**config.mk**
```make
export PLATFORM = sky130hd
export DESIGN_NAME = spherical_point_unfold_flat
export DESIGN_NICKNAME = d
export VERILOG_FILES = /design/src/rtl/core/spu_pkg.sv /design/src/rtl/core/spu_cmd_if.sv /design/src/rtl/core/spu_res_if.sv /design/src/rtl/core/spherical_point_unfold.sv /design/src/rtl/core/spu_div.sv /design/src/rtl/core/spu_sqrt.sv /design/src/rtl/core/spu_cordic.sv /design/src/flat_wrapper.sv
export SDC_FILE = /design/constraint.sdc
export NUM_CORES = 2
export LEC_CHECK = 0
export BUFFER_PORTS_ARGS = -buffer_cell sky130_fd_sc_hd__buf_2
export CORE_MARGIN = 10
export CORE_UTILIZATION = 25
export DETAILED_ROUTE_END_ITERATION = 10
export GPL_ROUTABILITY_DRIVEN = 0
export SYNTH_ARGS = -nofsm -noshare
export SYNTH_HDL_FRONTEND = slang
export SYNTH_SLANG_ARGS = --single-unit
```
**constraint.sdc**
```tcl
create_clock -name clk -period 9.3 [get_ports clk]
set_input_delay 1.395 -clock clk [delete_from_list [all_inputs] [get_ports clk]]
set_output_delay 1.395 -clock clk [all_outputs]
set_load 0.03 [all_outputs]
```
**src/rtl/core/spu_pkg.sv**
```systemverilog
`default_nettype none
package spu_pkg;

    localparam int COUNT_BITS   = 24;
    localparam int CORDIC_STEPS = 16;

    localparam int IN_W      = 20;
    localparam int SUM_W     = IN_W + COUNT_BITS;
    localparam int DIFF_W    = IN_W + 1;
    localparam int MAG_W     = IN_W;
    localparam int SQ_W      = 2 * MAG_W;
    localparam int RHO2_W    = SQ_W + 1;
    localparam int R2_W      = SQ_W + 2;
    localparam int RHO_EXTRA = 10;

    // Square root operand must have an even number of bits.
    localparam int SQRT_IN_W = RHO2_W + 2 * RHO_EXTRA + 1;
    localparam int ROOT_W    = SQRT_IN_W / 2;
    localparam int REM_W     = ROOT_W + 2;
    localparam int SQRT_CNT_W = $clog2(ROOT_W);

    localparam int OUT_XY_W = 22;
    localparam int OUT_Z_W  = 21;
    localparam int RAD_W    = 22;
    localparam int F_W      = RAD_W + 1;
    localparam int ANG_W    = 25;

    localparam int DIV_N_W   = 56;
    localparam int DIV_D_W   = 32;
    localparam int DIV_CNT_W = $clog2(DIV_N_W);

    localparam int MUL_W  = 25;
    localparam int PROD_W = 2 * MUL_W;

    localparam int X_W       = 35;
    localparam int Z_W       = 26;
    localparam int CSTEP_W   = $clog2(CORDIC_STEPS);
    localparam int TAB_N     = 24;
    localparam int TAB_IDX_W = 5;
    localparam int TAB_W     = 23;

    localparam logic [ANG_W-1:0] ANG_HALF_TURN    = ANG_W'(1) << (ANG_W - 1);
    localparam logic [ANG_W-1:0] ANG_QUARTER_TURN = ANG_W'(1) << (ANG_W - 2);

    // Arctangent of 2^-i as a fraction of a half turn, 2^24 to the half turn.
    localparam logic [TAB_W-1:0] ATAN_TAB [TAB_N] = '{
        23'd4194304, 23'd2476042, 23'd1308273, 23'd664100, 23'd333339, 23'd166832,
        23'd83436, 23'd41721, 23'd20861, 23'd10430, 23'd5215, 23'd2608,
        23'd1304, 23'd652, 23'd326, 23'd163, 23'd81, 23'd41,
        23'd20, 23'd10, 23'd5, 23'd3, 23'd1, 23'd1
    };

    typedef enum logic [1:0] {
        REQ_ACCUMULATE = 2'd0,
        REQ_MEASURE    = 2'd1,
        REQ_TRANSFORM  = 2'd2,
        REQ_CLEAR      = 2'd3
    } req_t;

    typedef enum logic [4:0] {
        ST_IDLE,
        ST_CDIV,
        ST_CWAIT,
        ST_DIFF,
        ST_SQ_X,
        ST_SQ_Y,
        ST_SQ_Z,
        ST_SQ_SUM,
        ST_R_WAIT,
        ST_RHO_START,
        ST_RHO_WAIT,
        ST_CORD_START,
        ST_CORD_WAIT,
        ST_F_MUL,
        ST_F_RND,
        ST_MX_MUL,
        ST_MX_DIV,
        ST_MX_WAIT,
        ST_OUT
    } state_t;

    typedef struct packed {
        logic busy;
        logic done;
    } unit_stat_t;

endpackage
`default_nettype wire

```
**src/rtl/core/spu_cmd_if.sv**
```systemverilog
`default_nettype none
interface spu_cmd_if;
    logic                            valid;
    logic                            ready;
    logic [1:0]                      req_type;
    logic signed [spu_pkg::IN_W-1:0] point_x;
    logic signed [spu_pkg::IN_W-1:0] point_y;
    logic signed [spu_pkg::IN_W-1:0] point_z;
    logic                            fiber_end;

    modport source (output valid, req_type, point_x, point_y, point_z, fiber_end,
                    input ready);
    modport sink (input valid, req_type, point_x, point_y, point_z, fiber_end,
                  output ready);
endinterface
`default_nettype wire

```
**src/rtl/core/spu_res_if.sv**
```systemverilog
`default_nettype none
interface spu_res_if;
    logic                                valid;
    logic                                ready;
    logic signed [spu_pkg::OUT_XY_W-1:0] new_x;
    logic signed [spu_pkg::OUT_XY_W-1:0] new_y;
    logic [spu_pkg::OUT_Z_W-1:0]         new_z;
    logic                                fiber_end_out;
    logic                                status;

    modport source (output valid, new_x, new_y, new_z, fiber_end_out, status,
                    input ready);
    modport sink (input valid, new_x, new_y, new_z, fiber_end_out, status,
                  output ready);
endinterface
`default_nettype wire

```
**src/rtl/core/spherical_point_unfold.sv**
```systemverilog
// Spherical point unfolding.
// Input items arrive on cmd and results leave on res, both valid/ready channels.
// An item moves when valid and ready are high at the same rising edge of clk.
// Software streams its point set three times: accumulate (sums and count),
// measure (fixes the barycentre on the first such item, then tracks the largest
// distance) and transform (maps the point to an unfolded position). A clear item
// returns all state to zero. Accumulate and clear give no result.
// The block works on one item at a time and cmd.ready is low until it is done.
// A measure result passes through the 31-step square root unit; a transform result
// also uses the shared 56-step restoring divider (two quotients per transform)
// and the 16-step CORDIC. The first measure or transform after accumulation also
// runs three divisions for the barycentre. With no points accumulated the result
// is valid in the cycle after the item is accepted. The next item is accepted
// only once the result has been taken and the block is back in its idle state.
// The result is held in an output register until res.ready takes it; a stalled
// receiver just holds the block in that state.
// rst_n is asynchronous and active low; after it all sums, the count, the centre
// and the largest radius are zero and the block is ready.
`default_nettype none
module spherical_point_unfold (
    input  wire logic       clk,
    input  wire logic       rst_n,
    spu_cmd_if.sink         cmd,
    spu_res_if.source       res
);
    localparam logic [spu_pkg::COUNT_BITS-1:0] COUNT_MAX = '1;
    localparam logic signed [spu_pkg::OUT_XY_W-1:0] XY_MAX =
        signed'(spu_pkg::OUT_XY_W'((1 << (spu_pkg::OUT_XY_W - 1)) - 1));
    localparam logic signed [spu_pkg::OUT_XY_W-1:0] XY_MIN = -XY_MAX - 1;
    localparam logic [spu_pkg::F_W-1:0] XY_LIM = spu_pkg::F_W'(1 << (spu_pkg::OUT_XY_W - 1));
    localparam logic [spu_pkg::PROD_W-1:0] F_HALF =
        spu_pkg::PROD_W'(spu_pkg::ANG_QUARTER_TURN);

    spu_pkg::state_t state_reg, state_next;

    logic signed [spu_pkg::SUM_W-1:0] sum_reg [3];
    logic [spu_pkg::COUNT_BITS-1:0]   count_reg;
    logic signed [spu_pkg::IN_W-1:0]  centre_reg [3];
    logic                             centre_ready_reg;
    logic [spu_pkg::RAD_W-1:0]        lr_reg;
    logic [1:0]                       axis_reg;

    logic                             measure_reg;
    logic signed [spu_pkg::IN_W-1:0]  p_reg [3];
    logic signed [spu_pkg::DIFF_W-1:0] d_reg [3];
    logic [spu_pkg::PROD_W-1:0]       prod_reg;
    logic [spu_pkg::RHO2_W-1:0]       rho2_reg;
    logic [spu_pkg::ROOT_W-1:0]       rho_s_reg;
    logic [spu_pkg::ANG_W-1:0]        dq_reg;
    logic [spu_pkg::F_W-1:0]          f_reg;

    logic signed [spu_pkg::OUT_XY_W-1:0] new_x_reg;
    logic signed [spu_pkg::OUT_XY_W-1:0] new_y_reg;
    logic [spu_pkg::OUT_Z_W-1:0]         new_z_reg;
    logic                                fe_reg;
    logic                                status_reg;

    logic                          accept;
    spu_pkg::req_t                 req;
    logic [spu_pkg::MUL_W-1:0]     mul_a;
    logic [spu_pkg::MUL_W-1:0]     mul_b;
    logic [spu_pkg::MAG_W-1:0]     mag [3];
    logic [spu_pkg::SUM_W-1:0]     sum_abs;
    logic                          div_start;
    logic [spu_pkg::DIV_N_W-1:0]   div_num;
    logic [spu_pkg::DIV_D_W-1:0]   div_den;
    spu_pkg::unit_stat_t           div_stat;
    logic [spu_pkg::DIV_N_W-1:0]   div_quo;
    logic                          sqrt_start;
    logic [spu_pkg::SQRT_IN_W-1:0] sqrt_op;
    spu_pkg::unit_stat_t           sqrt_stat;
    logic [spu_pkg::ROOT_W-1:0]    sqrt_root;
    logic [spu_pkg::REM_W-1:0]     sqrt_rem;
    logic                          cord_start;
    spu_pkg::unit_stat_t           cord_stat;
    logic [spu_pkg::ANG_W-2:0]     cord_angle;
    logic [spu_pkg::RAD_W-1:0]     r_round;
    logic [spu_pkg::PROD_W-1:0]    f_sum;
    logic [spu_pkg::IN_W-1:0]      centre_q;

    function automatic logic signed [spu_pkg::OUT_XY_W-1:0] pack_xy(
        input logic neg, input logic [spu_pkg::F_W-1:0] m);
        logic signed [spu_pkg::OUT_XY_W-1:0] v;
        v = signed'(m[spu_pkg::OUT_XY_W-1:0]);
        if (neg)
        begin
            pack_xy = (m >= XY_LIM) ? XY_MIN : -v;
        end
        else
        begin
            pack_xy = (m >= XY_LIM) ? XY_MAX : v;
        end
    endfunction

    spu_div u_div (
        .clk   (clk),
        .rst_n (rst_n),
        .start (div_start),
        .num   (div_num),
        .den   (div_den),
        .stat  (div_stat),
        .quo   (div_quo)
    );

    spu_sqrt u_sqrt (
        .clk   (clk),
        .rst_n (rst_n),
        .start (sqrt_start),
        .op    (sqrt_op),
        .stat  (sqrt_stat),
        .root  (sqrt_root),
        .rem   (sqrt_rem)
    );

    spu_cordic u_cordic (
        .clk   (clk),
        .rst_n (rst_n),
        .start (cord_start),
        .x0    (spu_pkg::ROOT_W'({mag[2], spu_pkg::RHO_EXTRA'(0)})),
        .y0    (rho_s_reg),
        .stat  (cord_stat),
        .angle (cord_angle)
    );

    assign accept = cmd.valid && cmd.ready;
    assign req    = spu_pkg::req_t'(cmd.req_type);

    always_comb
    begin
        for (int i = 0; i < 3; i++)
        begin
            mag[i] = d_reg[i][spu_pkg::DIFF_W-1] ?
                     spu_pkg::MAG_W'(-d_reg[i]) : spu_pkg::MAG_W'(d_reg[i]);
        end
        sum_abs  = sum_reg[axis_reg][spu_pkg::SUM_W-1] ?
                   spu_pkg::SUM_W'(-sum_reg[axis_reg]) : spu_pkg::SUM_W'(sum_reg[axis_reg]);
        centre_q = div_quo[spu_pkg::IN_W-1:0];
        // Round to nearest: the remainder beyond the root exceeds it.
        r_round  = spu_pkg::RAD_W'(sqrt_root) +
                   spu_pkg::RAD_W'(sqrt_rem > spu_pkg::REM_W'(sqrt_root));
        f_sum    = prod_reg + F_HALF;
    end

    // Next state.
    always_comb
    begin
        state_next = state_reg;
        unique case (state_reg)
            spu_pkg::ST_IDLE:
            begin
                if (accept && (req == spu_pkg::REQ_MEASURE || req == spu_pkg::REQ_TRANSFORM))
                begin
                    if (count_reg == '0)
                    begin
                        state_next = spu_pkg::ST_OUT;
                    end
                    else if (!centre_ready_reg)
                    begin
                        state_next = spu_pkg::ST_CDIV;
                    end
                    else
                    begin
                        state_next = spu_pkg::ST_DIFF;
                    end
                end
            end
            spu_pkg::ST_CDIV:      state_next = spu_pkg::ST_CWAIT;
            spu_pkg::ST_CWAIT:
            begin
                if (div_stat.done)
                begin
                    state_next = (axis_reg == 2'd2) ? spu_pkg::ST_DIFF : spu_pkg::ST_CDIV;
                end
            end
            spu_pkg::ST_DIFF:      state_next = spu_pkg::ST_SQ_X;
            spu_pkg::ST_SQ_X:      state_next = spu_pkg::ST_SQ_Y;
            spu_pkg::ST_SQ_Y:      state_next = spu_pkg::ST_SQ_Z;
            spu_pkg::ST_SQ_Z:      state_next = spu_pkg::ST_SQ_SUM;
            spu_pkg::ST_SQ_SUM:    state_next = spu_pkg::ST_R_WAIT;
            spu_pkg::ST_R_WAIT:
            begin
                if (sqrt_stat.done)
                begin
                    if (measure_reg)
                    begin
                        state_next = spu_pkg::ST_OUT;
                    end
                    else if (rho2_reg == '0)
                    begin
                        state_next = spu_pkg::ST_F_MUL;
                    end
                    else
                    begin
                        state_next = spu_pkg::ST_RHO_START;
                    end
                end
            end
            spu_pkg::ST_RHO_START: state_next = spu_pkg::ST_RHO_WAIT;
            spu_pkg::ST_RHO_WAIT:
            begin
                if (sqrt_stat.done)
                begin
                    state_next = (d_reg[2] == '0) ? spu_pkg::ST_F_MUL : spu_pkg::ST_CORD_START;
                end
            end
            spu_pkg::ST_CORD_START: state_next = spu_pkg::ST_CORD_WAIT;
            spu_pkg::ST_CORD_WAIT:
            begin
                if (cord_stat.done)
                begin
                    state_next = spu_pkg::ST_F_MUL;
                end
            end
            spu_pkg::ST_F_MUL:     state_next = spu_pkg::ST_F_RND;
            spu_pkg::ST_F_RND:
            begin
                state_next = (rho2_reg == '0) ? spu_pkg::ST_OUT : spu_pkg::ST_MX_MUL;
            end
            spu_pkg::ST_MX_MUL:    state_next = spu_pkg::ST_MX_DIV;
            spu_pkg::ST_MX_DIV:    state_next = spu_pkg::ST_MX_WAIT;
            spu_pkg::ST_MX_WAIT:
            begin
                if (div_stat.done)
                begin
                    state_next = (axis_reg == 2'd1) ? spu_pkg::ST_OUT : spu_pkg::ST_MX_MUL;
                end
            end
            spu_pkg::ST_OUT:
            begin
                if (res.ready)
                begin
                    state_next = spu_pkg::ST_IDLE;
                end
            end
            default:               state_next = spu_pkg::ST_IDLE;
        endcase
    end

    // Unit controls and shared multiplier operands.
    always_comb
    begin
        div_start  = 1'b0;
        div_num    = '0;
        div_den    = '0;
        sqrt_start = 1'b0;
        sqrt_op    = '0;
        cord_start = 1'b0;
        mul_a      = '0;
        mul_b      = '0;
        unique case (state_reg)
            spu_pkg::ST_CDIV:
            begin
                div_start = 1'b1;
                div_num   = spu_pkg::DIV_N_W'(sum_abs) + spu_pkg::DIV_N_W'(count_reg >> 1);
                div_den   = spu_pkg::DIV_D_W'(count_reg);
            end
            spu_pkg::ST_SQ_X:
            begin
                mul_a = spu_pkg::MUL_W'(mag[0]);
                mul_b = spu_pkg::MUL_W'(mag[0]);
            end
            spu_pkg::ST_SQ_Y:
            begin
                mul_a = spu_pkg::MUL_W'(mag[1]);
                mul_b = spu_pkg::MUL_W'(mag[1]);
            end
            spu_pkg::ST_SQ_Z:
            begin
                mul_a = spu_pkg::MUL_W'(mag[2]);
                mul_b = spu_pkg::MUL_W'(mag[2]);
            end
            spu_pkg::ST_SQ_SUM:
            begin
                sqrt_start = 1'b1;
                sqrt_op    = spu_pkg::SQRT_IN_W'(spu_pkg::R2_W'(rho2_reg) +
                                                 spu_pkg::R2_W'(prod_reg));
            end
            spu_pkg::ST_RHO_START:
            begin
                sqrt_start = 1'b1;
                sqrt_op    = spu_pkg::SQRT_IN_W'({rho2_reg, (2 * spu_pkg::RHO_EXTRA)'(0)});
            end
            spu_pkg::ST_CORD_START:
            begin
                cord_start = 1'b1;
            end
            spu_pkg::ST_F_MUL:
            begin
                mul_a = spu_pkg::MUL_W'(lr_reg);
                mul_b = spu_pkg::MUL_W'(dq_reg);
            end
            spu_pkg::ST_MX_MUL:
            begin
                mul_a = spu_pkg::MUL_W'(f_reg);
                mul_b = spu_pkg::MUL_W'(mag[axis_reg]);
            end
            spu_pkg::ST_MX_DIV:
            begin
                div_start = 1'b1;
                div_num   = (spu_pkg::DIV_N_W'(prod_reg[spu_pkg::F_W+spu_pkg::MAG_W-1:0])
                             << spu_pkg::RHO_EXTRA) + spu_pkg::DIV_N_W'(rho_s_reg >> 1);
                div_den   = spu_pkg::DIV_D_W'(rho_s_reg);
            end
            default:
            begin
            end
        endcase
    end

    // Accumulated state.
    always_ff @(posedge clk or negedge rst_n)
    begin
        if (!rst_n)
        begin
            state_reg        <= spu_pkg::ST_IDLE;
            count_reg        <= '0;
            centre_ready_reg <= 1'b0;
            lr_reg           <= '0;
            axis_reg         <= '0;
            for (int i = 0; i < 3; i++)
            begin
                sum_reg[i]    <= '0;
                centre_reg[i] <= '0;
            end
        end
        else
        begin
            state_reg <= state_next;
            if (accept && req == spu_pkg::REQ_CLEAR)
            begin
                count_reg        <= '0;
                centre_ready_reg <= 1'b0;
                lr_reg           <= '0;
                for (int i = 0; i < 3; i++)
                begin
                    sum_reg[i]    <= '0;
                    centre_reg[i] <= '0;
                end
            end
            else if (accept && req == spu_pkg::REQ_ACCUMULATE && count_reg != COUNT_MAX)
            begin
                count_reg  <= count_reg + 1'b1;
                sum_reg[0] <= sum_reg[0] + spu_pkg::SUM_W'(cmd.point_x);
                sum_reg[1] <= sum_reg[1] + spu_pkg::SUM_W'(cmd.point_y);
                sum_reg[2] <= sum_reg[2] + spu_pkg::SUM_W'(cmd.point_z);
            end
            if (accept)
            begin
                axis_reg <= '0;
            end
            if (state_reg == spu_pkg::ST_CWAIT && div_stat.done)
            begin
                centre_reg[axis_reg] <= sum_reg[axis_reg][spu_pkg::SUM_W-1] ?
                                        -signed'(centre_q) : signed'(centre_q);
                if (axis_reg == 2'd2)
                begin
                    centre_ready_reg <= 1'b1;
                    axis_reg         <= '0;
                end
                else
                begin
                    axis_reg <= axis_reg + 1'b1;
                end
            end
            if (state_reg == spu_pkg::ST_R_WAIT && sqrt_stat.done && measure_reg &&
                r_round > lr_reg)
            begin
                lr_reg <= r_round;
            end
            if (state_reg == spu_pkg::ST_MX_WAIT && div_stat.done)
            begin
                axis_reg <= axis_reg + 1'b1;
            end
        end
    end

    // Item datapath.
    always_ff @(posedge clk)
    begin
        if (accept)
        begin
            measure_reg <= req == spu_pkg::REQ_MEASURE;
            p_reg[0]    <= cmd.point_x;
            p_reg[1]    <= cmd.point_y;
            p_reg[2]    <= cmd.point_z;
            fe_reg      <= cmd.fiber_end;
            new_x_reg   <= '0;
            new_y_reg   <= '0;
            new_z_reg   <= '0;
            status_reg  <= count_reg == '0;
        end
        if (mul_a != '0 || mul_b != '0 || state_reg == spu_pkg::ST_SQ_X ||
            state_reg == spu_pkg::ST_SQ_Y || state_reg == spu_pkg::ST_SQ_Z ||
            state_reg == spu_pkg::ST_F_MUL || state_reg == spu_pkg::ST_MX_MUL)
        begin
            prod_reg <= spu_pkg::PROD_W'(mul_a * mul_b);
        end
        unique case (state_reg)
            spu_pkg::ST_DIFF:
            begin
                for (int i = 0; i < 3; i++)
                begin
                    d_reg[i] <= spu_pkg::DIFF_W'(p_reg[i]) - spu_pkg::DIFF_W'(centre_reg[i]);
                end
            end
            spu_pkg::ST_SQ_Y:
            begin
                rho2_reg <= spu_pkg::RHO2_W'(prod_reg);
            end
            spu_pkg::ST_SQ_Z:
            begin
                rho2_reg <= rho2_reg + spu_pkg::RHO2_W'(prod_reg);
            end
            spu_pkg::ST_R_WAIT:
            begin
                if (sqrt_stat.done)
                begin
                    new_z_reg <= (r_round > spu_pkg::RAD_W'({spu_pkg::OUT_Z_W{1'b1}})) ?
                                 '1 : spu_pkg::OUT_Z_W'(r_round);
                    // A point on the z axis has no azimuth and a polar angle of 0 or pi.
                    dq_reg    <= d_reg[2][spu_pkg::DIFF_W-1] ? spu_pkg::ANG_HALF_TURN : '0;
                end
            end
            spu_pkg::ST_RHO_WAIT:
            begin
                if (sqrt_stat.done)
                begin
                    rho_s_reg <= sqrt_root;
                    dq_reg    <= spu_pkg::ANG_QUARTER_TURN;
                end
            end
            spu_pkg::ST_CORD_WAIT:
            begin
                if (cord_stat.done)
                begin
                    dq_reg <= d_reg[2][spu_pkg::DIFF_W-1] ?
                              spu_pkg::ANG_HALF_TURN - spu_pkg::ANG_W'(cord_angle) :
                              spu_pkg::ANG_W'(cord_angle);
                end
            end
            spu_pkg::ST_F_RND:
            begin
                f_reg <= f_sum[spu_pkg::ANG_W-1 +: spu_pkg::F_W];
                if (rho2_reg == '0)
                begin
                    new_x_reg <= pack_xy(1'b0, f_sum[spu_pkg::ANG_W-1 +: spu_pkg::F_W]);
                end
            end
            spu_pkg::ST_MX_WAIT:
            begin
                if (div_stat.done)
                begin
                    if (axis_reg == 2'd0)
                    begin
                        new_x_reg <= pack_xy(d_reg[0][spu_pkg::DIFF_W-1],
                                             div_quo[spu_pkg::F_W-1:0]);
                    end
                    else
                    begin
                        new_y_reg <= pack_xy(d_reg[1][spu_pkg::DIFF_W-1],
                                             div_quo[spu_pkg::F_W-1:0]);
                    end
                end
            end
            default:
            begin
            end
        endcase
    end

    assign cmd.ready         = state_reg == spu_pkg::ST_IDLE;
    assign res.valid         = state_reg == spu_pkg::ST_OUT;
    assign res.new_x         = new_x_reg;
    assign res.new_y         = new_y_reg;
    assign res.new_z         = new_z_reg;
    assign res.fiber_end_out = fe_reg;
    assign res.status        = status_reg;

    a_no_accept_while_holding: assert property (@(posedge clk) disable iff (!rst_n)
        res.valid |-> !cmd.ready)
        else $error("input accepted while a result is pending");

    a_centre_needs_points: assert property (@(posedge clk) disable iff (!rst_n)
        centre_ready_reg |-> (count_reg != '0))
        else $error("centre fixed with no accumulated points");

    a_div_start_free: assert property (@(posedge clk) disable iff (!rst_n)
        div_start |-> !div_stat.busy)
        else $error("divider started while busy");

    a_sqrt_start_free: assert property (@(posedge clk) disable iff (!rst_n)
        sqrt_start |-> !sqrt_stat.busy)
        else $error("square root started while busy");

    a_empty_result_zero: assert property (@(posedge clk) disable iff (!rst_n)
        (res.valid && res.status) |->
        (res.new_x == '0 && res.new_y == '0 && res.new_z == '0))
        else $error("status result carries nonzero coordinates");
endmodule
`default_nettype wire

```
**src/rtl/core/spu_div.sv**
```systemverilog
`default_nettype none
module spu_div (
    input  wire logic                          clk,
    input  wire logic                          rst_n,
    input  wire logic                          start,
    input  wire logic [spu_pkg::DIV_N_W-1:0]   num,
    input  wire logic [spu_pkg::DIV_D_W-1:0]   den,
    output spu_pkg::unit_stat_t                stat,
    output logic [spu_pkg::DIV_N_W-1:0]        quo
);
    logic [spu_pkg::DIV_N_W-1:0]   num_reg;
    logic [spu_pkg::DIV_D_W-1:0]   den_reg;
    logic [spu_pkg::DIV_D_W-1:0]   rem_reg;
    logic [spu_pkg::DIV_N_W-1:0]   quo_reg;
    logic [spu_pkg::DIV_CNT_W-1:0] cnt_reg;
    logic                          busy_reg;
    logic                          done_reg;

    logic [spu_pkg::DIV_D_W:0] rem_sh;
    logic [spu_pkg::DIV_D_W:0] rem_sub;
    logic                      fits;

    // One restoring step: bring down the next numerator bit, subtract if it fits.
    always_comb
    begin
        rem_sh  = {rem_reg, num_reg[spu_pkg::DIV_N_W-1]};
        fits    = rem_sh >= {1'b0, den_reg};
        rem_sub = rem_sh - {1'b0, den_reg};
    end

    always_ff @(posedge clk or negedge rst_n)
    begin
        if (!rst_n)
        begin
            busy_reg <= 1'b0;
            done_reg <= 1'b0;
            cnt_reg  <= '0;
        end
        else
        begin
            done_reg <= 1'b0;
            if (start)
            begin
                busy_reg <= 1'b1;
                cnt_reg  <= '0;
            end
            else if (busy_reg)
            begin
                cnt_reg <= cnt_reg + 1'b1;
                if (cnt_reg == spu_pkg::DIV_CNT_W'(spu_pkg::DIV_N_W - 1))
                begin
                    busy_reg <= 1'b0;
                    done_reg <= 1'b1;
                end
            end
        end
    end

    always_ff @(posedge clk)
    begin
        if (start)
        begin
            num_reg <= num;
            den_reg <= den;
            rem_reg <= '0;
            quo_reg <= '0;
        end
        else if (busy_reg)
        begin
            num_reg <= num_reg << 1;
            rem_reg <= fits ? rem_sub[spu_pkg::DIV_D_W-1:0] : rem_sh[spu_pkg::DIV_D_W-1:0];
            quo_reg <= {quo_reg[spu_pkg::DIV_N_W-2:0], fits};
        end
    end

    assign stat.busy = busy_reg;
    assign stat.done = done_reg;
    assign quo       = quo_reg;
endmodule
`default_nettype wire

```
**src/rtl/core/spu_sqrt.sv**
```systemverilog
`default_nettype none
module spu_sqrt (
    input  wire logic                            clk,
    input  wire logic                            rst_n,
    input  wire logic                            start,
    input  wire logic [spu_pkg::SQRT_IN_W-1:0]   op,
    output spu_pkg::unit_stat_t                  stat,
    output logic [spu_pkg::ROOT_W-1:0]           root,
    output logic [spu_pkg::REM_W-1:0]            rem
);
    logic [spu_pkg::SQRT_IN_W-1:0]  op_reg;
    logic [spu_pkg::ROOT_W-1:0]     root_reg;
    logic [spu_pkg::REM_W-1:0]      rem_reg;
    logic [spu_pkg::SQRT_CNT_W-1:0] cnt_reg;
    logic                           busy_reg;
    logic                           done_reg;

    logic [spu_pkg::REM_W-1:0] rem_sh;
    logic [spu_pkg::REM_W-1:0] trial;
    logic                      fits;

    // Digit-by-digit square root, two operand bits per step.
    always_comb
    begin
        rem_sh = {rem_reg[spu_pkg::REM_W-3:0], op_reg[spu_pkg::SQRT_IN_W-1 -: 2]};
        trial  = {root_reg, 2'b01};
        fits   = rem_sh >= trial;
    end

    always_ff @(posedge clk or negedge rst_n)
    begin
        if (!rst_n)
        begin
            busy_reg <= 1'b0;
            done_reg <= 1'b0;
            cnt_reg  <= '0;
        end
        else
        begin
            done_reg <= 1'b0;
            if (start)
            begin
                busy_reg <= 1'b1;
                cnt_reg  <= '0;
            end
            else if (busy_reg)
            begin
                cnt_reg <= cnt_reg + 1'b1;
                if (cnt_reg == spu_pkg::SQRT_CNT_W'(spu_pkg::ROOT_W - 1))
                begin
                    busy_reg <= 1'b0;
                    done_reg <= 1'b1;
                end
            end
        end
    end

    always_ff @(posedge clk)
    begin
        if (start)
        begin
            op_reg   <= op;
            root_reg <= '0;
            rem_reg  <= '0;
        end
        else if (busy_reg)
        begin
            op_reg   <= op_reg << 2;
            rem_reg  <= fits ? rem_sh - trial : rem_sh;
            root_reg <= {root_reg[spu_pkg::ROOT_W-2:0], fits};
        end
    end

    assign stat.busy = busy_reg;
    assign stat.done = done_reg;
    assign root      = root_reg;
    assign rem       = rem_reg;
endmodule
`default_nettype wire

```
**src/rtl/core/spu_cordic.sv**
```systemverilog
`default_nettype none
module spu_cordic (
    input  wire logic                         clk,
    input  wire logic                         rst_n,
    input  wire logic                         start,
    input  wire logic [spu_pkg::ROOT_W-1:0]   x0,
    input  wire logic [spu_pkg::ROOT_W-1:0]   y0,
    output spu_pkg::unit_stat_t               stat,
    output logic [spu_pkg::ANG_W-2:0]         angle
);
    logic signed [spu_pkg::X_W-1:0] x_reg;
    logic signed [spu_pkg::X_W-1:0] y_reg;
    logic signed [spu_pkg::Z_W-1:0] z_reg;
    logic [spu_pkg::CSTEP_W-1:0]    step_reg;
    logic                           busy_reg;
    logic                           done_reg;

    logic signed [spu_pkg::X_W-1:0] xs;
    logic signed [spu_pkg::X_W-1:0] ys;
    logic signed [spu_pkg::Z_W-1:0] at;

    always_comb
    begin
        xs = x_reg >>> step_reg;
        ys = y_reg >>> step_reg;
        at = signed'(spu_pkg::Z_W'(spu_pkg::ATAN_TAB[spu_pkg::TAB_IDX_W'(step_reg)]));
    end

    always_ff @(posedge clk or negedge rst_n)
    begin
        if (!rst_n)
        begin
            busy_reg <= 1'b0;
            done_reg <= 1'b0;
            step_reg <= '0;
        end
        else
        begin
            done_reg <= 1'b0;
            if (start)
            begin
                busy_reg <= 1'b1;
                step_reg <= '0;
            end
            else if (busy_reg)
            begin
                step_reg <= step_reg + 1'b1;
                if (step_reg == spu_pkg::CSTEP_W'(spu_pkg::CORDIC_STEPS - 1))
                begin
                    busy_reg <= 1'b0;
                    done_reg <= 1'b1;
                end
            end
        end
    end

    // Vectoring: drive y toward zero and collect the rotated angle in z.
    always_ff @(posedge clk)
    begin
        if (start)
        begin
            x_reg <= signed'(spu_pkg::X_W'(x0));
            y_reg <= signed'(spu_pkg::X_W'(y0));
            z_reg <= '0;
        end
        else if (busy_reg)
        begin
            if (y_reg > 0)
            begin
                x_reg <= x_reg + ys;
                y_reg <= y_reg - xs;
                z_reg <= z_reg + at;
            end
            else
            begin
                x_reg <= x_reg - ys;
                y_reg <= y_reg + xs;
                z_reg <= z_reg - at;
            end
        end
    end

    always_comb
    begin
        if (z_reg < 0)
        begin
            angle = '0;
        end
        else if (z_reg > signed'(spu_pkg::Z_W'(spu_pkg::ANG_QUARTER_TURN)))
        begin
            angle = spu_pkg::ANG_QUARTER_TURN[spu_pkg::ANG_W-2:0];
        end
        else
        begin
            angle = z_reg[spu_pkg::ANG_W-2:0];
        end
    end

    assign stat.busy = busy_reg;
    assign stat.done = done_reg;
endmodule
`default_nettype wire
```
**src/flat_wrapper.sv**
```systemverilog
// flat-port wrapper written by rule: the top's interface ports become plain ports
module spherical_point_unfold_flat 
  (clk, rst_n, cmd_valid, cmd_req_type, cmd_point_x, cmd_point_y, cmd_point_z, cmd_fiber_end, cmd_ready, res_valid, res_new_x, res_new_y, res_new_z, res_fiber_end_out, res_status, res_ready);
  spu_cmd_if cmd_i ();
  spu_res_if res_i ();
  input  wire logic clk;
  input  wire logic rst_n;
  input wire logic [$bits(cmd_i.valid)-1:0] cmd_valid;
  input wire logic [$bits(cmd_i.req_type)-1:0] cmd_req_type;
  input wire logic [$bits(cmd_i.point_x)-1:0] cmd_point_x;
  input wire logic [$bits(cmd_i.point_y)-1:0] cmd_point_y;
  input wire logic [$bits(cmd_i.point_z)-1:0] cmd_point_z;
  input wire logic [$bits(cmd_i.fiber_end)-1:0] cmd_fiber_end;
  output wire logic [$bits(cmd_i.ready)-1:0] cmd_ready;
  output wire logic [$bits(res_i.valid)-1:0] res_valid;
  output wire logic [$bits(res_i.new_x)-1:0] res_new_x;
  output wire logic [$bits(res_i.new_y)-1:0] res_new_y;
  output wire logic [$bits(res_i.new_z)-1:0] res_new_z;
  output wire logic [$bits(res_i.fiber_end_out)-1:0] res_fiber_end_out;
  output wire logic [$bits(res_i.status)-1:0] res_status;
  input wire logic [$bits(res_i.ready)-1:0] res_ready;
  assign cmd_i.valid = cmd_valid;
  assign cmd_i.req_type = cmd_req_type;
  assign cmd_i.point_x = cmd_point_x;
  assign cmd_i.point_y = cmd_point_y;
  assign cmd_i.point_z = cmd_point_z;
  assign cmd_i.fiber_end = cmd_fiber_end;
  assign cmd_ready = cmd_i.ready;
  assign res_valid = res_i.valid;
  assign res_new_x = res_i.new_x;
  assign res_new_y = res_i.new_y;
  assign res_new_z = res_i.new_z;
  assign res_fiber_end_out = res_i.fiber_end_out;
  assign res_status = res_i.status;
  assign res_i.ready = res_ready;
  spherical_point_unfold u_core (.clk(clk), .rst_n(rst_n), .cmd(cmd_i), .res(res_i));
endmodule
```
-- Yosys cells after proc, flatten, opt, wreduce, memory -nomap -nowiden
Memories as Yosys holds them, arrays and structs flattened.
Index checks and enable logic that the tools add are counted.
- logic and storage cells: 292
- input port bits: 67
- memories: 3
- register bits: 867
- bits in read-only memories: 736
- bits in writable memories: 123
- bits in latches: 0
- shifts and indexed selects: 2
- reductions and logical operators: 39
- multiplexer cells: 123
- $add $sub $neg: 32
- divide/modulo/power cells: 0
- eq/ne operators: 34
- bitwise operators: 2
- magnitude comparators: 13
- $mul: 1
- memory list (memory ; depth ; bits a word ; read ports ; clocked after Yosys merged registers in ; write ports ; RTL line ; source):
    (no name shown) ; 32 ; 23 ; 1 ; 0 ; 0 ; spu_cordic.sv:26 ; at = signed'(spu_pkg::Z_W'(spu_pkg::ATAN_TAB[spu_pkg::TAB_IDX_W'(step_reg)]));
    u_core.d_reg ; 3 ; 21 ; 3 ; 0 ; 3 ; spherical_point_unfold.sv:45 ; logic signed [spu_pkg::DIFF_W-1:0] d_reg [3];
    u_core.p_reg ; 3 ; 20 ; 3 ; 0 ; 3 ; spherical_point_unfold.sv:44 ; logic signed [spu_pkg::IN_W-1:0] p_reg [3];
- operator list (operator ; count):
    two-way mux 22 bit ; 15
    two-way mux 132 bit ; 2
    two-way mux 20 bit ; 7
    adder 44 x 20 -> 44 bit ; 3
    two-way mux 44 bit ; 3
    two-way mux 25 bit ; 5
    case mux 25 bit (5 select lines) ; 1
    two-way mux 62 bit ; 2
    case mux 62 bit (2 select lines) ; 1
    two-way mux 60 bit ; 2
    case mux 23 bit (5 select lines) ; 1
    two-way mux 56 bit ; 2
    case mux 56 bit (2 select lines) ; 1
    two-way mux 24 bit ; 4
    case mux 5 bit (19 select lines) ; 1
    binary-select mux 44 bit (select 2 bit) ; 1
    two-way mux 21 bit ; 4
    case mux 41 bit (2 select lines) ; 1
    negation 20 bit ; 4
    case mux 25 bit (3 select lines) ; 1
    adder 35 bit ; 2
    two-way mux 35 bit ; 2
    >>> shifter 35 x 4 -> 35 bit ; 2
    subtractor 35 bit ; 2
    77 further kinds ; 177

-- Depth between registers and ports, before layout
An unclocked memory read counts as a cell.
- word-level depth: 14
- depth in mapped cells: 41
- mapped depth without buffers: 39

-- By module
Synthesis repeated with hierarchy kept, for this count alone.
- cell total of the unflattened synthesis: 10632
- area total of the unflattened synthesis: 95247.6 µm²
- by module, submodules not included (module ; times used ; cells an instance ; area each (µm²)):
    spherical_point_unfold ; 1 ; 7121 ; 62917.8
    spu_cordic ; 1 ; 1911 ; 15666.3
    spu_div ; 1 ; 878 ; 9300.2
    spu_sqrt ; 1 ; 722 ; 7363.3

-- Least setup slack after synthesis
Ideal clock, no wire load.
- path type: register to register
- start: mem u_core.d_reg[0][45] (netlist name)
- end: reg u_core.prod_reg[45] (netlist name), data pin
- arrival: 9.927 ns
- period minus slack after synthesis: 10.185 ns
- data required time: 9.042 ns
- slack: -0.885 ns
- stages on the path, launching flop included: 38
- cells stage by stage: edfxtp_1 > or4_1 > or3_1 > or2_2 > o21ai_0 > xor2_1 > a211oi_1 > a21oi_1 > nor2_1 > a221o_1 > clkbuf_1 > clkbuf_1 > nand2_1 > fa_1 > inv_1 > fa_1 > inv_1 > fa_1 > [2 not listed] > fa_1 > fa_1 > inv_1 > fa_1 > inv_1 > ha_1 > a21o_1 > a21o_1 > a21oi_1 > a21boi_0 > a31oi_1 > a2111oi_0 > o31ai_1 > o41ai_1 > o21ai_0 > a221o_1 > a21oi_1 > xnor2_1
- RTL lines (what ; RTL line ; source):
    start, declared ; spherical_point_unfold.sv:45 ;
    end signal, assigned ; spherical_point_unfold.sv:396 ; prod_reg <= spu_pkg::PROD_W'(mul_a * mul_b);
    end, declared ; spherical_point_unfold.sv:46 ; logic [spu_pkg::PROD_W-1:0] prod_reg;

==> run summary <==
Net switching is 48.2% of the power. The kind of path behind the tightest hold check is reg2reg. The internal portion of the total power is 19700 uW. The register area share after synthesis is 29.2%.

For the pin with the worst max-slew slack, the measured transition is 1140 ps. The via count is 77307. The async set-or-reset flop fraction in the synthesized netlist came out at 27.0%.

The final reports fail on negative setup slack. The net switching power of the design came out at 18300 uW. The vertical die dimension came out at 618 um. The post-synthesis to final-layout area growth is 16.4%. The number of distinct standard cells referenced by the synthesized netlist came out at 98.

The top cell types in the final layout, fill and taps aside, are nand2_1 (1174), inv_1 (859), nor2_1 (843). The power share of the clock group is 13.3%. The most numerous cell type found on the critical path is fa_1. The detailed placer's ending HPWL came out at 255000 um. Measured along the x axis, the die boundary spans 618 um.

The share of total power dissipated in combinational logic is 64.6%. The number of sinks handled by clock tree synthesis came out at 989. Summing all placed instances gives a cell area of 98400 um^2.

The ratio of routed vias to standard cells came out at 5.07. The final routed wire length divided by cell count came out at 21.3 um. The share of the core filled with cells in the final layout is 29.2%. The total area inside the core boundary comes to 356000 um^2. The number of clock buffers added by TritonCTS is 118.

In this run the cell area of the synthesized design comes to 89400 um^2. The detailed-router iteration count before antenna repair is 6. The initialized floorplan defines 219 standard-cell rows. For this run, the total global-route usage over all layers was measured as 16.3%. TritonCTS built the clock tree. The most area-hungry cell type in the Yosys netlist is edfxtp_1. The number of enable-type register cells in the synthesized netlist is 493.

The flip-flop and latch count after synthesis is 989. The finished cells cover 104000 um^2. The final wirelength came out at 325000 um. The number of max-slew violations in the final report came to 0. The routed design could run at a clock period as short as 9720 ps. The tree is rooted in a clkbuf_16. The flow ran to the end, but the final reports show violations. The number of nets still failing antenna checks after routing is 0. Clock-pin slew was measured on the worst setup and hold paths at 60 ps.

In this run the tightest slew margin relative to its limit is 23.5%. The layout filler cell count came out at 37323. The mean area per synthesized cell came out at 8.91 um^2. The number of antenna violations at the first check in global routing came out at 55. Of the available clock period, the critical path in the final layout requires 105%. The library cell contributing the largest single delay on the critical path is fa_1. The overall die area is 382000 um^2. The pin count of the biggest net entering global routing came out at 107.

The top cell type by area accounts for 16.6% of the synthesized area. The global-route congestion overflow total came out at 0. The overall power consumption is 38000 uW. Counting instances, the worst hold path has a depth of 2.

For the worst-skew pair, the clock arrives at the later sink with an insertion delay of 820 ps. The setup skew after layout is 124 ps. The worst hold slack is 460 ps. The arrival time of the worst setup path is 10340 ps.

The maximum fanout along the worst path is 6. The count of endpoints failing hold in the final timing report is 0. The number of buffers inserted by port buffering is 135. Based on the critical path, the design can be clocked at up to 103 MHz.

The flip-flop count of the largest register, all copies and words added came out at 132. Summed over all cells, the static leakage comes to 0.0444 uW. Data on the critical path is required at its endpoint by 9920 ps.

The initial utilization of the core area, before any placement, comes to 25.1%. Setup slack on the critical path of the routed design comes to -419 ps. The setup path with the least slack is of type reg2reg. The final routed DRC violation total is 0. Timing analysis after detailed placement gives a worst setup slack of -737 ps. The post-route netlist has 12.6% of its cells at a drive strength greater than 1. Setup repair after global routing could not meet its margin everywhere. The max-capacitance violation count came out at 0. For this run, the post-layout net count is 11568. The most used flip-flop cell after synthesis is edfxtp_1.

The number of global-route vias before repair was 72980. Setup violations remaining at the end of the flow were counted as 13. Pin placement for this block handled 136 I/O pins. The count of H-tree levels built during CTS is 3. The global-route wire length before repair is 478000 um. Yosys printed 0 warnings.

The number of cells on the worst reg-to-reg path came out at 37. The worst setup path is captured at a flop. The sequential share of power is 22.1%. Sorting the synthesized cells by area gives the leading types as edfxtp_1 (17%), fa_1 (11%), ha_1 (9.1%), dfrtp_1 (7.5%), dfxtp_1 (5.1%). The number of instances in the synthesized netlist is 10037.

The starting DRC count in detailed routing is 7933. In this run the power density over the cells is 365 nW/um^2. The worst setup path is launched from a flop.

The worst vdd rail ir drop came out at 0.000293 V. The most common cell after layout, fill and taps aside is nand2_1. The clock passes through at most 3 buffers. The longest individual stage delay on the worst path came out at 590 ps.
## cell usage after synthesis, drive strengths merged, types with 59 or more instances
library cell	instances
nand2	1195
or3	70
a22o	77
nand3	161
nor2b	77
clkbuf	387
mux4	71
ha	652
and2	94
dfrtp	267
a31oi	67
buf	72
o21a	81
o31ai	62
xnor2	417
xor2	296
inv	897
a21oi	586
nor3	162
dfxtp	229
fa	492
o21ai	691
a22oi	77
edfxtp	493
a21o	199
a211oi	125
and3	75
nand2b	92
mux2	59
nor2	868
nand4	76
mux2i	228
## per-stage QoR
step / TNS [ps] / std cells
global placement: -6830 / 14941
CTS: -2080 / 15191
detailed placement: -7150 / 14941
global route: -6640 / 15230
finish: -2110 / 15238
floorplan: -0.790 / 10039
## kinds of logic (layout without fill, tap and decap cells)
logic type / count (synthesis) / after routing / synth area share [%]
AND/OR/NAND/NOR: 3029 / 3029 / 15.2
other: 2 / 29 / 0.00840
adder cells (fa/ha/maj): 1144 / 1144 / 20.1
buffers and inverters: 1357 / 1780 / 5.83
flip-flops: 989 / 989 / 29.2
AO/OA/AOI/OAI: 2445 / 2445 / 17.5
XOR/XNOR: 713 / 713 / 6.99
multiplexers: 358 / 358 / 5.12
## final timing paths
kind | slack, ps | from | end
min reg2reg | 460 | u_core.res.new_z[20] | u_core.res.new_z[20]
max | -420 | u_core.d_reg[0][48] | u_core.prod_reg[46]
min in group asynchronous | 630 | rst_n | u_core.sum_reg[115]
min | 460 | u_core.res.new_z[20] | u_core.res.new_z[20]
max in group asynchronous | 7010 | rst_n | u_core.u_div.busy_reg
max reg2reg | -420 | u_core.d_reg[0][48] | u_core.prod_reg[46]
## cell type report
type | count | area (um^2) | share of cell area (%)
flip-flops and latches | 989 | 26100 | 25.1
diodes | 25 | 62.6 | 0.0601
clock inverters | 83 | 1020 | 0.985
well taps | 4751 | 5940 | 5.71
clock buffers | 142 | 3200 | 3.07
repair buffers | 657 | 4900 | 4.70
inverters | 898 | 3380 | 3.25
multi-input cells | 7693 | 59500 | 57.1
## per-layer routing
| layer | wire (um) | part of all wire [%] | vias to the layer above | GRT usage [%] |
|---|---|---|---|---|
| met3 | 26300 | 8.1 | 627 | 2.87 |
| li1 | - | - | 35822 | - |
| met5 | 120 | 0.037 | - | 0 |
| met1 | 135000 | 41 | 37735 | 21.4 |
| met4 | 16800 | 5.2 | 20 | 7.28 |
| met2 | 147000 | 45 | 3103 | 26.0 |
## power groups by stage
stage          clock network [uW]  logic [uW]  registers [uW]
2_1_floorplan                   0       18000            7580
3_3_place_gp                    0       23700            8380
3_5_place_dp                    0       23800            8410
4_1_cts                      5140       24100            8340
5_1_grt                      5300       26900            8560
6_report                     5070       24500            8410
## worst max-delay path: cells and delay by family (launching register included)
| family | cells | cell delay, ps |
|---|---|---|
| AO/OA/AOI/OAI | 14 | 2880 |
| AND/OR/NAND/NOR | 6 | 1410 |
| flip-flops | 1 | 390 |
| buffers and inverters | 8 | 870 |
| XOR/XNOR | 1 | 190 |
| adder cells (fa/ha/maj) | 8 | 3790 |
## repair_timing
action                     4_1_cts  5_1_grt
resized for setup               83      192
setup buffers                   25       29
pin swaps                       85      106
cloned                           0        1
hold buffers                     0        0
setup endpoints to repair       20       25
Power figures use the tool's default switching activity.
